File: src/rtl/pcfm_pkg.sv
// Package for the peak / centroid / FWHM meter.
// Holds field widths, the controller state type and the control/status structs.
// No dependencies.
`default_nettype none

package pcfm_pkg;

  localparam int unsigned POS_W   = 16;
  localparam int unsigned AMP_W   = 16;
  localparam int unsigned TOL_W   = 10;
  localparam int unsigned WSUM_W  = 32;
  localparam int unsigned MSUM_W  = 48;
  localparam int unsigned PROD_W  = POS_W + AMP_W;
  localparam int unsigned FW_W    = POS_W + 1;
  localparam int unsigned CEN_W   = 16;

  localparam logic [TOL_W-1:0] TOL_RESET = TOL_W'(100);

  // restoring divider: one quotient bit per cycle over the whole moment sum
  localparam int unsigned DIV_STEPS = MSUM_W;
  localparam int unsigned DCNT_W    = $clog2(DIV_STEPS);

  typedef enum logic [1:0] {
    ST_RUN,
    ST_FLUSH,
    ST_DIV,
    ST_DONE
  } pcfm_state_t;

  typedef struct packed {
    logic accept;
    logic capture;
    logic div_step;
    logic load_out;
  } pcfm_cmd_t;

  typedef struct packed {
    logic div_last;
    logic out_busy;
  } pcfm_sts_t;

endpackage

`default_nettype wire

File: src/rtl/pcfm_ctrl.sv
// Sequencer for the peak / centroid / FWHM meter.
// Steps through sample accumulation, sweep capture, division and result load.
// Depends on pcfm_pkg.
`default_nettype none

module pcfm_ctrl (
  input  wire                    clk,
  input  wire                    rst_n,
  input  wire                    in_valid,
  input  wire                    in_last,
  output logic                   in_stall,
  input  pcfm_pkg::pcfm_sts_t    sts,
  output pcfm_pkg::pcfm_cmd_t    cmd
);

  pcfm_pkg::pcfm_state_t state_r, state_nxt;

  always_ff @(posedge clk) begin
    if (!rst_n) begin
      state_r <= pcfm_pkg::ST_RUN;
    end else begin
      state_r <= state_nxt;
    end
  end

  always_comb begin
    state_nxt    = state_r;
    cmd          = '0;
    in_stall     = 1'b1;
    unique case (state_r)
      pcfm_pkg::ST_RUN: begin
        in_stall   = 1'b0;
        cmd.accept = in_valid;
        if (in_valid && in_last) begin
          state_nxt = pcfm_pkg::ST_FLUSH;
        end
      end
      pcfm_pkg::ST_FLUSH: begin
        // fold in the last product, snapshot the sweep, clear accumulators
        cmd.capture = 1'b1;
        state_nxt   = pcfm_pkg::ST_DIV;
      end
      pcfm_pkg::ST_DIV: begin
        cmd.div_step = 1'b1;
        if (sts.div_last) begin
          state_nxt = pcfm_pkg::ST_DONE;
        end
      end
      pcfm_pkg::ST_DONE: begin
        // hold until the output register can take the result
        if (!sts.out_busy) begin
          cmd.load_out = 1'b1;
          state_nxt    = pcfm_pkg::ST_RUN;
        end
      end
      default: begin
        state_nxt = pcfm_pkg::ST_RUN;
      end
    endcase
  end

endmodule

`default_nettype wire

File: src/rtl/pcfm_dp.sv
// Datapath for the peak / centroid / FWHM meter: accumulators, peak and
// half-maximum tracking, serial divider and output register.
// Depends on pcfm_pkg; driven by pcfm_ctrl through pcfm_cmd_t.
`default_nettype none

module pcfm_dp (
  input  wire                                  clk,
  input  wire                                  rst_n,
  input  pcfm_pkg::pcfm_cmd_t                  cmd,
  output pcfm_pkg::pcfm_sts_t                  sts,
  input  wire                                  cfg_valid,
  input  wire  [pcfm_pkg::TOL_W-1:0]           cfg_tolerance_divisor,
  input  wire  [pcfm_pkg::POS_W-1:0]           in_position,
  input  wire  [pcfm_pkg::AMP_W-1:0]           in_amplitude,
  output logic                                 out_valid,
  input  wire                                  out_stall,
  output logic [pcfm_pkg::FW_W-1:0]            out_full_width,
  output logic [pcfm_pkg::CEN_W-1:0]           out_centroid,
  output logic [pcfm_pkg::POS_W-1:0]           out_peak_position,
  output logic                                 out_width_found,
  output logic                                 out_centroid_valid
);

  localparam int unsigned POS_W  = pcfm_pkg::POS_W;
  localparam int unsigned AMP_W  = pcfm_pkg::AMP_W;
  localparam int unsigned TOL_W  = pcfm_pkg::TOL_W;
  localparam int unsigned WSUM_W = pcfm_pkg::WSUM_W;
  localparam int unsigned MSUM_W = pcfm_pkg::MSUM_W;
  localparam int unsigned PROD_W = pcfm_pkg::PROD_W;
  localparam int unsigned FW_W   = pcfm_pkg::FW_W;
  localparam int unsigned CEN_W  = pcfm_pkg::CEN_W;
  localparam int unsigned DCNT_W = pcfm_pkg::DCNT_W;
  localparam int unsigned DIFF_W = AMP_W + 2;
  localparam int unsigned MAG_W  = AMP_W + 1;
  localparam int unsigned LHS_W  = TOL_W + MAG_W;

  // configuration
  logic [TOL_W-1:0]  tol_r;

  // sweep state
  logic [AMP_W-1:0]  prev_amp_r;
  logic [AMP_W-1:0]  peak_amp_r;
  logic [POS_W-1:0]  peak_at_r;
  logic [POS_W-1:0]  half_at_r;
  logic              half_seen_r;
  logic [WSUM_W-1:0] wsum_r;
  logic [MSUM_W-1:0] msum_r;
  logic [PROD_W-1:0] prod_r;
  logic              prod_v_r;

  // divider and captured result fields
  logic [MSUM_W-1:0] quo_r;
  logic [WSUM_W-1:0] rem_r;
  logic [WSUM_W-1:0] dvs_r;
  logic [DCNT_W-1:0] cnt_r;
  logic [FW_W-1:0]   fw_r;
  logic [POS_W-1:0]  pk_r;
  logic              hf_r;
  logic              cv_r;

  // output register
  logic              out_valid_r;
  logic [FW_W-1:0]   out_fw_r;
  logic [CEN_W-1:0]  out_cen_r;
  logic [POS_W-1:0]  out_pk_r;
  logic              out_hf_r;
  logic              out_cv_r;

  // per-sample logic
  logic              rise;
  logic [AMP_W-1:0]  peak_new;
  logic [DIFF_W-1:0] diff;
  logic [MAG_W-1:0]  mag;
  logic [LHS_W-1:0]  lhs;
  logic              half_hit;
  logic [MSUM_W-1:0] msum_add;

  // divider step
  logic [WSUM_W:0]   rem_sh;
  logic              dv_ge;
  logic [WSUM_W:0]   rem_sub;

  // result shaping
  logic [CEN_W-1:0]  cen_val;
  logic              out_take;

  always_comb begin
    rise     = in_amplitude > prev_amp_r;
    peak_new = rise ? in_amplitude : peak_amp_r;
    diff     = {1'b0, in_amplitude, 1'b0} - {2'b00, peak_new};
    mag      = diff[DIFF_W-1] ? MAG_W'(-diff) : diff[MAG_W-1:0];
    lhs      = LHS_W'(tol_r) * LHS_W'(mag);
    half_hit = (peak_new != '0) && (lhs < LHS_W'({peak_new, 1'b0}));
    msum_add = msum_r + (prod_v_r ? MSUM_W'(prod_r) : '0);
  end

  always_comb begin
    rem_sh  = {rem_r, quo_r[MSUM_W-1]};
    dv_ge   = rem_sh >= {1'b0, dvs_r};
    rem_sub = rem_sh - {1'b0, dvs_r};
  end

  always_comb begin
    if (!cv_r) begin
      cen_val = '0;
    end else if (quo_r[MSUM_W-1:CEN_W] != '0) begin
      cen_val = '1;
    end else begin
      cen_val = quo_r[CEN_W-1:0];
    end
  end

  assign out_take     = out_valid_r && !out_stall;
  assign sts.out_busy = out_valid_r && out_stall;
  assign sts.div_last = cnt_r == DCNT_W'(pcfm_pkg::DIV_STEPS - 1);

  always_ff @(posedge clk) begin
    if (!rst_n) begin
      tol_r <= pcfm_pkg::TOL_RESET;
    end else if (cfg_valid) begin
      tol_r <= cfg_tolerance_divisor;
    end
  end

  // sweep accumulators
  always_ff @(posedge clk) begin
    if (!rst_n || cmd.capture) begin
      prev_amp_r  <= '0;
      peak_amp_r  <= '0;
      peak_at_r   <= '0;
      half_at_r   <= '0;
      half_seen_r <= 1'b0;
      wsum_r      <= '0;
      msum_r      <= '0;
      prod_v_r    <= 1'b0;
    end else begin
      msum_r   <= msum_add;
      prod_v_r <= cmd.accept;
      if (cmd.accept) begin
        wsum_r     <= wsum_r + WSUM_W'(in_amplitude);
        prev_amp_r <= in_amplitude;
        peak_amp_r <= peak_new;
        if (rise) begin
          peak_at_r <= in_position;
        end
        if (half_hit) begin
          half_at_r   <= in_position;
          half_seen_r <= 1'b1;
        end
      end
    end
  end

  always_ff @(posedge clk) begin
    if (cmd.accept) begin
      prod_r <= PROD_W'(in_position) * PROD_W'(in_amplitude);
    end
  end

  // snapshot and serial division
  always_ff @(posedge clk) begin
    if (cmd.capture) begin
      quo_r <= msum_add;
      rem_r <= '0;
      dvs_r <= wsum_r;
      cnt_r <= '0;
      fw_r  <= (half_seen_r && half_at_r > peak_at_r) ?
               {half_at_r - peak_at_r, 1'b0} : '0;
      pk_r  <= peak_at_r;
      hf_r  <= half_seen_r;
      cv_r  <= wsum_r != '0;
    end else if (cmd.div_step) begin
      quo_r <= {quo_r[MSUM_W-2:0], dv_ge};
      rem_r <= dv_ge ? rem_sub[WSUM_W-1:0] : rem_sh[WSUM_W-1:0];
      cnt_r <= cnt_r + 1'b1;
    end
  end

  always_ff @(posedge clk) begin
    if (!rst_n) begin
      out_valid_r <= 1'b0;
    end else if (cmd.load_out) begin
      out_valid_r <= 1'b1;
    end else if (out_take) begin
      out_valid_r <= 1'b0;
    end
  end

  always_ff @(posedge clk) begin
    if (cmd.load_out) begin
      out_fw_r  <= fw_r;
      out_cen_r <= cen_val;
      out_pk_r  <= pk_r;
      out_hf_r  <= hf_r;
      out_cv_r  <= cv_r;
    end
  end

  assign out_valid          = out_valid_r;
  assign out_full_width     = out_fw_r;
  assign out_centroid       = out_cen_r;
  assign out_peak_position  = out_pk_r;
  assign out_width_found    = out_hf_r;
  assign out_centroid_valid = out_cv_r;

endmodule

`default_nettype wire

File: src/rtl/peak_centroid_fwhm_meter_unit.sv
// Top level of the peak / centroid / FWHM meter.
// Instantiates pcfm_ctrl and pcfm_dp; types and widths from pcfm_pkg.
//
//   channel | direction | handshake        | payload
//   in_     | input     | valid / stall    | position, amplitude, last
//   out_    | output    | valid / stall    | full_width, centroid, peak_position,
//           |           |                  | width_found, centroid_valid
//   cfg_    | input     | valid / ready    | tolerance_divisor
//
// Samples are taken one per cycle while a sweep accumulates.
// After a last sample, in_stall is high through the flush state, the serial divider
// (one quotient bit per cycle) and the load state.
// The load cycle repeats, with in_stall still high, while an earlier result is stalled.
// The result waits in an output register; the next sweep starts while it waits.
// rst_n is synchronous; it clears all sweep state and sets the divisor to 100.
`default_nettype none

module peak_centroid_fwhm_meter_unit (
  input  wire                              clk,
  input  wire                              rst_n,
  input  wire                              cfg_valid,
  output logic                             cfg_ready,
  input  wire  [pcfm_pkg::TOL_W-1:0]       cfg_tolerance_divisor,
  input  wire                              in_valid,
  output logic                             in_stall,
  input  wire  [pcfm_pkg::POS_W-1:0]       in_position,
  input  wire  [pcfm_pkg::AMP_W-1:0]       in_amplitude,
  input  wire                              in_last,
  output logic                             out_valid,
  input  wire                              out_stall,
  output logic [pcfm_pkg::FW_W-1:0]        out_full_width,
  output logic [pcfm_pkg::CEN_W-1:0]       out_centroid,
  output logic [pcfm_pkg::POS_W-1:0]       out_peak_position,
  output logic                             out_width_found,
  output logic                             out_centroid_valid
);

  pcfm_pkg::pcfm_cmd_t cmd;
  pcfm_pkg::pcfm_sts_t sts;

  assign cfg_ready = 1'b1;

  pcfm_ctrl u_ctrl (
    .clk      (clk),
    .rst_n    (rst_n),
    .in_valid (in_valid),
    .in_last  (in_last),
    .in_stall (in_stall),
    .sts      (sts),
    .cmd      (cmd)
  );

  pcfm_dp u_dp (
    .clk                   (clk),
    .rst_n                 (rst_n),
    .cmd                   (cmd),
    .sts                   (sts),
    .cfg_valid             (cfg_valid),
    .cfg_tolerance_divisor (cfg_tolerance_divisor),
    .in_position           (in_position),
    .in_amplitude          (in_amplitude),
    .out_valid             (out_valid),
    .out_stall             (out_stall),
    .out_full_width        (out_full_width),
    .out_centroid          (out_centroid),
    .out_peak_position     (out_peak_position),
    .out_width_found       (out_width_found),
    .out_centroid_valid    (out_centroid_valid)
  );

`ifndef ASSERT_OFF
  a_last_stalls: assert property (@(posedge clk) disable iff (!rst_n)
    (in_valid && !in_stall && in_last) |=> in_stall)
    else $error("input not stalled after last sample");

  a_cen_zero: assert property (@(posedge clk) disable iff (!rst_n)
    (out_valid && !out_centroid_valid) |-> (out_centroid == '0))
    else $error("centroid nonzero with zero weight");

  a_width_zero: assert property (@(posedge clk) disable iff (!rst_n)
    (out_valid && !out_width_found) |-> (out_full_width == '0))
    else $error("full width nonzero without half-maximum point");

  a_issue_blocked: assert property (@(posedge clk) disable iff (!rst_n)
    (cmd.load_out) |-> (!out_valid || !out_stall))
    else $error("result loaded over a stalled result");
`endif

endmodule

`default_nettype wire
File: config.mk
export PLATFORM = sky130hd
export DESIGN_NAME = peak_centroid_fwhm_meter_unit
export DESIGN_NICKNAME = d
export VERILOG_FILES = /design/src/rtl/pcfm_pkg.sv /design/src/rtl/pcfm_ctrl.sv /design/src/rtl/pcfm_dp.sv /design/src/rtl/peak_centroid_fwhm_meter_unit.sv
export SDC_FILE = /design/constraint.sdc
export NUM_CORES = 2
export LEC_CHECK = 0
export BUFFER_PORTS_ARGS = -buffer_cell sky130_fd_sc_hd__buf_2
export CAP_MARGIN = 10
export CORE_ASPECT_RATIO = 0.75
export CORE_MARGIN = 2
export CORE_UTILIZATION = 50
export DETAILED_ROUTE_END_ITERATION = 12
export PLACE_DENSITY = 0.66
export SYNTH_ARGS = -nofsm -noshare
export SYNTH_HDL_FRONTEND = slang
export SYNTH_SLANG_ARGS = --single-unit
File: constraint.sdc
create_clock -name clk -period 40.5 [get_ports clk]
set_clock_uncertainty 0.1 [all_clocks]
set_input_delay 4.05 -clock clk [delete_from_list [all_inputs] [get_ports clk]]
set_output_delay 4.05 -clock clk [all_outputs]
set_load 0.03 [all_outputs]
# After elaboration in Yosys (flattened, before gate mapping)
# Cells that the tools add are included.
# classes
n_reduce_logical	17
eq_ne	7
n_addsub	7
magnitude_cmp	4
muxes	19
n_mul	2
# op_table
op	n
$mux W48	2
$mux W32	2
$reduce_bool A32 Y1	2
$add A48 B48 Y48	1
$ge A33 B32 Y1	1
$add A32 B16 Y32	1
$gt A16 B16 Y1	2
$mul A16 B16 Y32	1
$mux W16	2
$sub A32 B32 Y32	1
$lt A27 B17 Y1	1
$mul A10 B17 Y27	1
$sub A17 B16 Y18	1
$mux W17	1
$neg A17 Y17	1
$reduce_bool A16 Y1	1
$sub A16 B16 Y16	1
$mux W1	8
$pmux W2 S4	1
$add A6 B1 Y6 const B	1
$eq A6 B6 Y1 const B	1
$mux W2	3
$logic_and A1 B1 Y1	5
$eq A2 B2 Y1 const B	2
other kinds (9)	13
# word_totals
elab_cells	82
ff_bits	395
out_inout_bits	54
inputBits	48

# Logic depth before layout (Yosys ltp)
# logic_depth
depth_word	9
depth_mapped	57
ltp_nobuf	52

# Hierarchy
# Synthesis repeated with hierarchy kept, for this count alone.
# hier_totals
cells_unflattened	3740
area_unflattened_um2	34986.1
# by_module_without_submodules
mod	n_inst	cells_each	area_per_inst_um2
pcfm_dp	1	3717	34794.6
pcfm_ctrl	1	21	180.2
peak_centroid_fwhm_meter_unit	1	2	11.3

# Least setup slack after synthesis
# No wires, ideal clock.
# synth_timing
path_kind	input to register
start	input in_amplitude[0] (netlist name)
end	register u_dp.half_at_r[10]
t_required_ns	40.330
stages	53
setup_slack_ns	24.615
arrival_ns	15.715
cell_sequence	clkbuf_1 -> inv_1 -> ha_1 -> nor2b_1 -> o211ai_1 -> a2111o_1 -> and3_1 -> buf_6 -> nor2_1 -> clkbuf_1 -> mux2i_1 -> ha_1 -> clkbuf_1 -> a21o_1 -> a21oi_1 -> nand2_1 -> o21ai_0 -> inv_1 -> [17 not listed] -> a21o_1 -> a21oi_1 -> o31ai_1 -> xor2_1 -> ha_1 -> a21oi_1 -> o21ai_0 -> a2111oi_0 -> nand4_1 -> a211oi_1 -> o31ai_1 -> nor2_1 -> o2111a_1 -> and4_1 -> clkbuf_1 -> clkbuf_1 -> nand4_1 -> a21oi_1
# synth_via
elab_chain_cells	9
elab_cells_between_ends	10
cone_classes	2 x add/sub; 1 x mul; 2 x order compare; 2 x mux; 3 x reduce/logical
# synth_rtl
item	line_no	rtl
start: declaration	peak_centroid_fwhm_meter_unit.sv:27	input wire [pcfm_pkg::AMP_W-1:0] in_amplitude,
$gt A16 B16 Y1	pcfm_dp.sv:88	rise = in_amplitude > prev_amp_r;
$mux W16	pcfm_dp.sv:89	peak_new = rise ? in_amplitude : peak_amp_r;
$sub A17 B16 Y18	pcfm_dp.sv:90	diff = {1'b0, in_amplitude, 1'b0} - {2'b00, peak_new};
$neg A17 Y17	pcfm_dp.sv:91	mag = diff[DIFF_W-1] ? MAG_W'(-diff) : diff[MAG_W-1:0];
$mux W17	pcfm_dp.sv:91	
$mul A10 B17 Y27	pcfm_dp.sv:92	lhs = LHS_W'(tol_r) * LHS_W'(mag);
$lt A27 B17 Y1	pcfm_dp.sv:93	half_hit = (peak_new != '0) && (lhs < LHS_W'({peak_new, 1'b0}));
$logic_and A1 B1 Y1 *	pcfm_dp.sv:93	
$reduce_and A2 Y1 (no source line) *	n/a	
end signal: assignment	pcfm_dp.sv:147	half_at_r <= in_position;
end: declaration	pcfm_dp.sv:44	logic [POS_W-1:0] half_at_r;
# Every way passes the cells marked *; elsewhere a longest branch is shown, timed or not.
# A chain may end at the register's enable or synchronous reset.

# Worst setup path in the final report
# layout_timing
start	input in_amplitude[15] (netlist name)
end	register u_dp.half_at_r[0]
# Same word-level chain as after synthesis.

==> flow_metrics.env <==
export IMPL_required_ns=40.82
export IMPL_path_clk_slew_ns=0.08
export IMPL_end_kind="flip-flop"
export IMPL_crit_top_cell="a21o_1"
export IMPL_fmax_mhz=58.3
export IMPL_synth_cells=3782
export IMPL_wl_per_cell_microns=18.8
export IMPL_rsz0062_at_grt="false"
export IMPL_die_h_microns=233
export IMPL_slew_headroom_pct=21.6
export IMPL_syn_area_per_cell_sq_um=9.25
export IMPL_crit_fanout=24
export IMPL_hp_class="flip-flop to flip-flop"
export IMPL_gp_congestion=0.972
export IMPL_fill_cells=6229
export IMPL_io_buffers=99
export IMPL_vias=26500
export IMPL_cts_setup_buffers=0
export IMPL_grt_usage_pct=25.3
export IMPL_maxCapViolCount=0
export IMPL_max_stage_delay_ns=0.90
export IMPL_ys_async_sr_fraction_pct=0
export IMPL_grt_first_pass_wirelength_microns=143000
export IMPL_slew_violations=0
export IMPL_synth_edff_count=196
export IMPL_nNetsFinal=4469
export IMPL_core_area_sq_mm=0.0689
export IMPL_startpoint_type="input port"
export IMPL_dp_slack_ns=22.98
export IMPL_setup_viol=0
export IMPL_cts_tree="built"
export IMPL_arrival_ns=17.47
export IMPL_yosys_cell_types_count=93
export IMPL_start_util_pct=50.8
export IMPL_path_class="input port to flip-flop"
export IMPL_synth_warnings=0
export IMPL_worst_pin_slew_ns=1.17
export IMPL_antenna_found_initial=12
export IMPL_first_iter_violations=2458
export IMPL_route_detailed_drc=0
export IMPL_yosysSeqAreaShare_pct=28.1
export IMPL_grt_max_degree=74
export IMPL_top_level_ports=102
export IMPL_synth_ff_type="dfxtp_1"
export IMPL_cts_buffer_depth=3
export IMPL_dieArea_sq_mm=0.0721
export IMPL_chipWidth_microns=309
export IMPL_setup_tns_ns=0
export IMPL_h_tree_depth=2
export IMPL_hold_viol_final=0
export IMPL_cts_made_buffers=45
export IMPL_grt_pass1_vias=25100
export IMPL_outcome="completed"
export IMPL_clkLatencyLatePin_ns=0.59
export IMPL_synth_nets=4459
export IMPL_dr_pass1_iters=7
export IMPL_areaGrowthSynthToFinish_pct=8.33
export IMPL_cts_root_buf="clkbuf_16"
export IMPL_crit_path_top_delay_cell="xnor2_1"
export IMPL_grt_overflow_total=0
export IMPL_post_route_period_util_pct=42.3
export IMPL_hold_buffers=0
export IMPL_min_period_ns=17.14
export IMPL_hpwl_microns=67800
export IMPL_drive_gt1_share_pct=7.42
export IMPL_cts_sinks=393
export IMPL_ys_ff_latch=393
export IMPL_drt_total_wl_microns=89900
export IMPL_antenna_left=0
export IMPL_fin_ws_ns=23.36
export IMPL_cts_resized=0
export IMPL_netlist_area_sq_mm=0.0350
export IMPL_vias_per_cell=5.55
export IMPL_std_cell_rows=83
## cell type report
class	count	area (sq um)	area share (%)
diodes	9	22.5	0.0594
clock buffers	54	1220	3.23
clock inverters	30	379	1.00
inverters	471	1770	4.67
multi-input cells	2759	22800	60.3
flip-flops and latches	393	9830	25.9
well taps	935	1170	3.09
repair buffers	122	672	1.77
## layer usage
metal / GRT usage (%) / share of wire (%)
met1: 40.1 / 50
met2: 35.7 / 41
met3: 4.38 / 7.9
met4: 4.90 / 1.7
met5: 0 / 0
## Yosys cell counts, drive strengths merged, types with 14 or more instances
cell / number / area (sq um)
a211oi: 34 / 260
a21boi: 19 / 143
a21o: 63 / 474
a21oi: 255 / 1280
a31oi: 19 / 134
and2: 234 / 1460
and3: 36 / 225
buf: 14 / 72.6
clkbuf: 145 / 546
dfxtp: 197 / 3940
edfxtp: 196 / 5890
fa: 317 / 6350
ha: 312 / 3900
inv: 471 / 1770
mux2: 31 / 349
mux2i: 35 / 350
nand2: 427 / 1600
nand2b: 45 / 282
nand3: 40 / 200
nand4: 54 / 344
nor2: 220 / 826
nor2b: 70 / 438
nor3: 66 / 345
nor4: 23 / 144
o21a: 31 / 233
o21ai: 92 / 460
o31ai: 26 / 200
or3: 19 / 119
xnor2: 102 / 976
xor2: 60 / 526
## critical path: cells and delay by family
family	cells	cell delay [ns]
AO/OA/AOI/OAI	20	3.95
XOR/XNOR	2	1.07
adder cells (fa/ha/maj)	9	3.95
buffers and inverters	6	1.23
multiplexers	1	0.60
AND/OR/NAND/NOR	11	2.58
## cells in the final DEF, fill, tap and decap left out, drive strengths merged, types with 36 or more instances in the layout
master	count
inv	474
nand2	427
fa	317
ha	312
a21oi	255
and2	234
nor2	220
dfxtp	197
edfxtp	196
buf	122
xnor2	102
o21ai	92
nor2b	70
nor3	66
a21o	63
xor2	60
nand4	54
clkbuf	54
nand2b	45
nand3	40
and3	36
## flip-flops by register name, summed over array words and instances (netlist names), 32 cells and up
| signal | cells |
|---|---|
| u_dp.dvs_r | 32 |
| u_dp.msum_r | 48 |
| u_dp.prod_r | 32 |
| u_dp.quo_r | 48 |
| u_dp.rem_r | 32 |
| u_dp.wsum_r | 32 |
## cells by family after synthesis
family / synth area share, %
adders and majority gates: 29.3
AOI/OAI and AO/OA: 11.5
DFF: 28.1
xor gates and xnor gates: 4.29
muxes: 2.00
buffers and inverters: 6.82
and+or+nand+nor: 17.9
other: 0.0215
## through the flow
stage	utilization [%]	std cells	hold slack [ns]	instance area (sq um)
finish	55.0	4773	0.314	37900
global route	55.0	4768	0.326	37900
CTS	55.0	4762	0.316	37900
detailed placement	52.7	4678	0.305	36300
global placement	52.7	4678	0.302	36300
floorplan	-	3782	0.300	35000
## worst paths after layout
check | from | to | slack [ns] | cells after the start
max | in_amplitude[15] | u_dp.half_at_r[0] | 23.36 | 49
min | u_dp.fw_r[4] | u_dp.out_full_width[4] | 0.31 | 0
max reg2reg | u_dp.prev_amp_r[6] | u_dp.half_at_r[0] | 26.93 | 49
min reg2reg | u_dp.fw_r[4] | u_dp.out_full_width[4] | 0.31 | 0
Power is not shown: default switching activity piles up to over one toggle a cycle in this logic, so the estimate is an artifact.
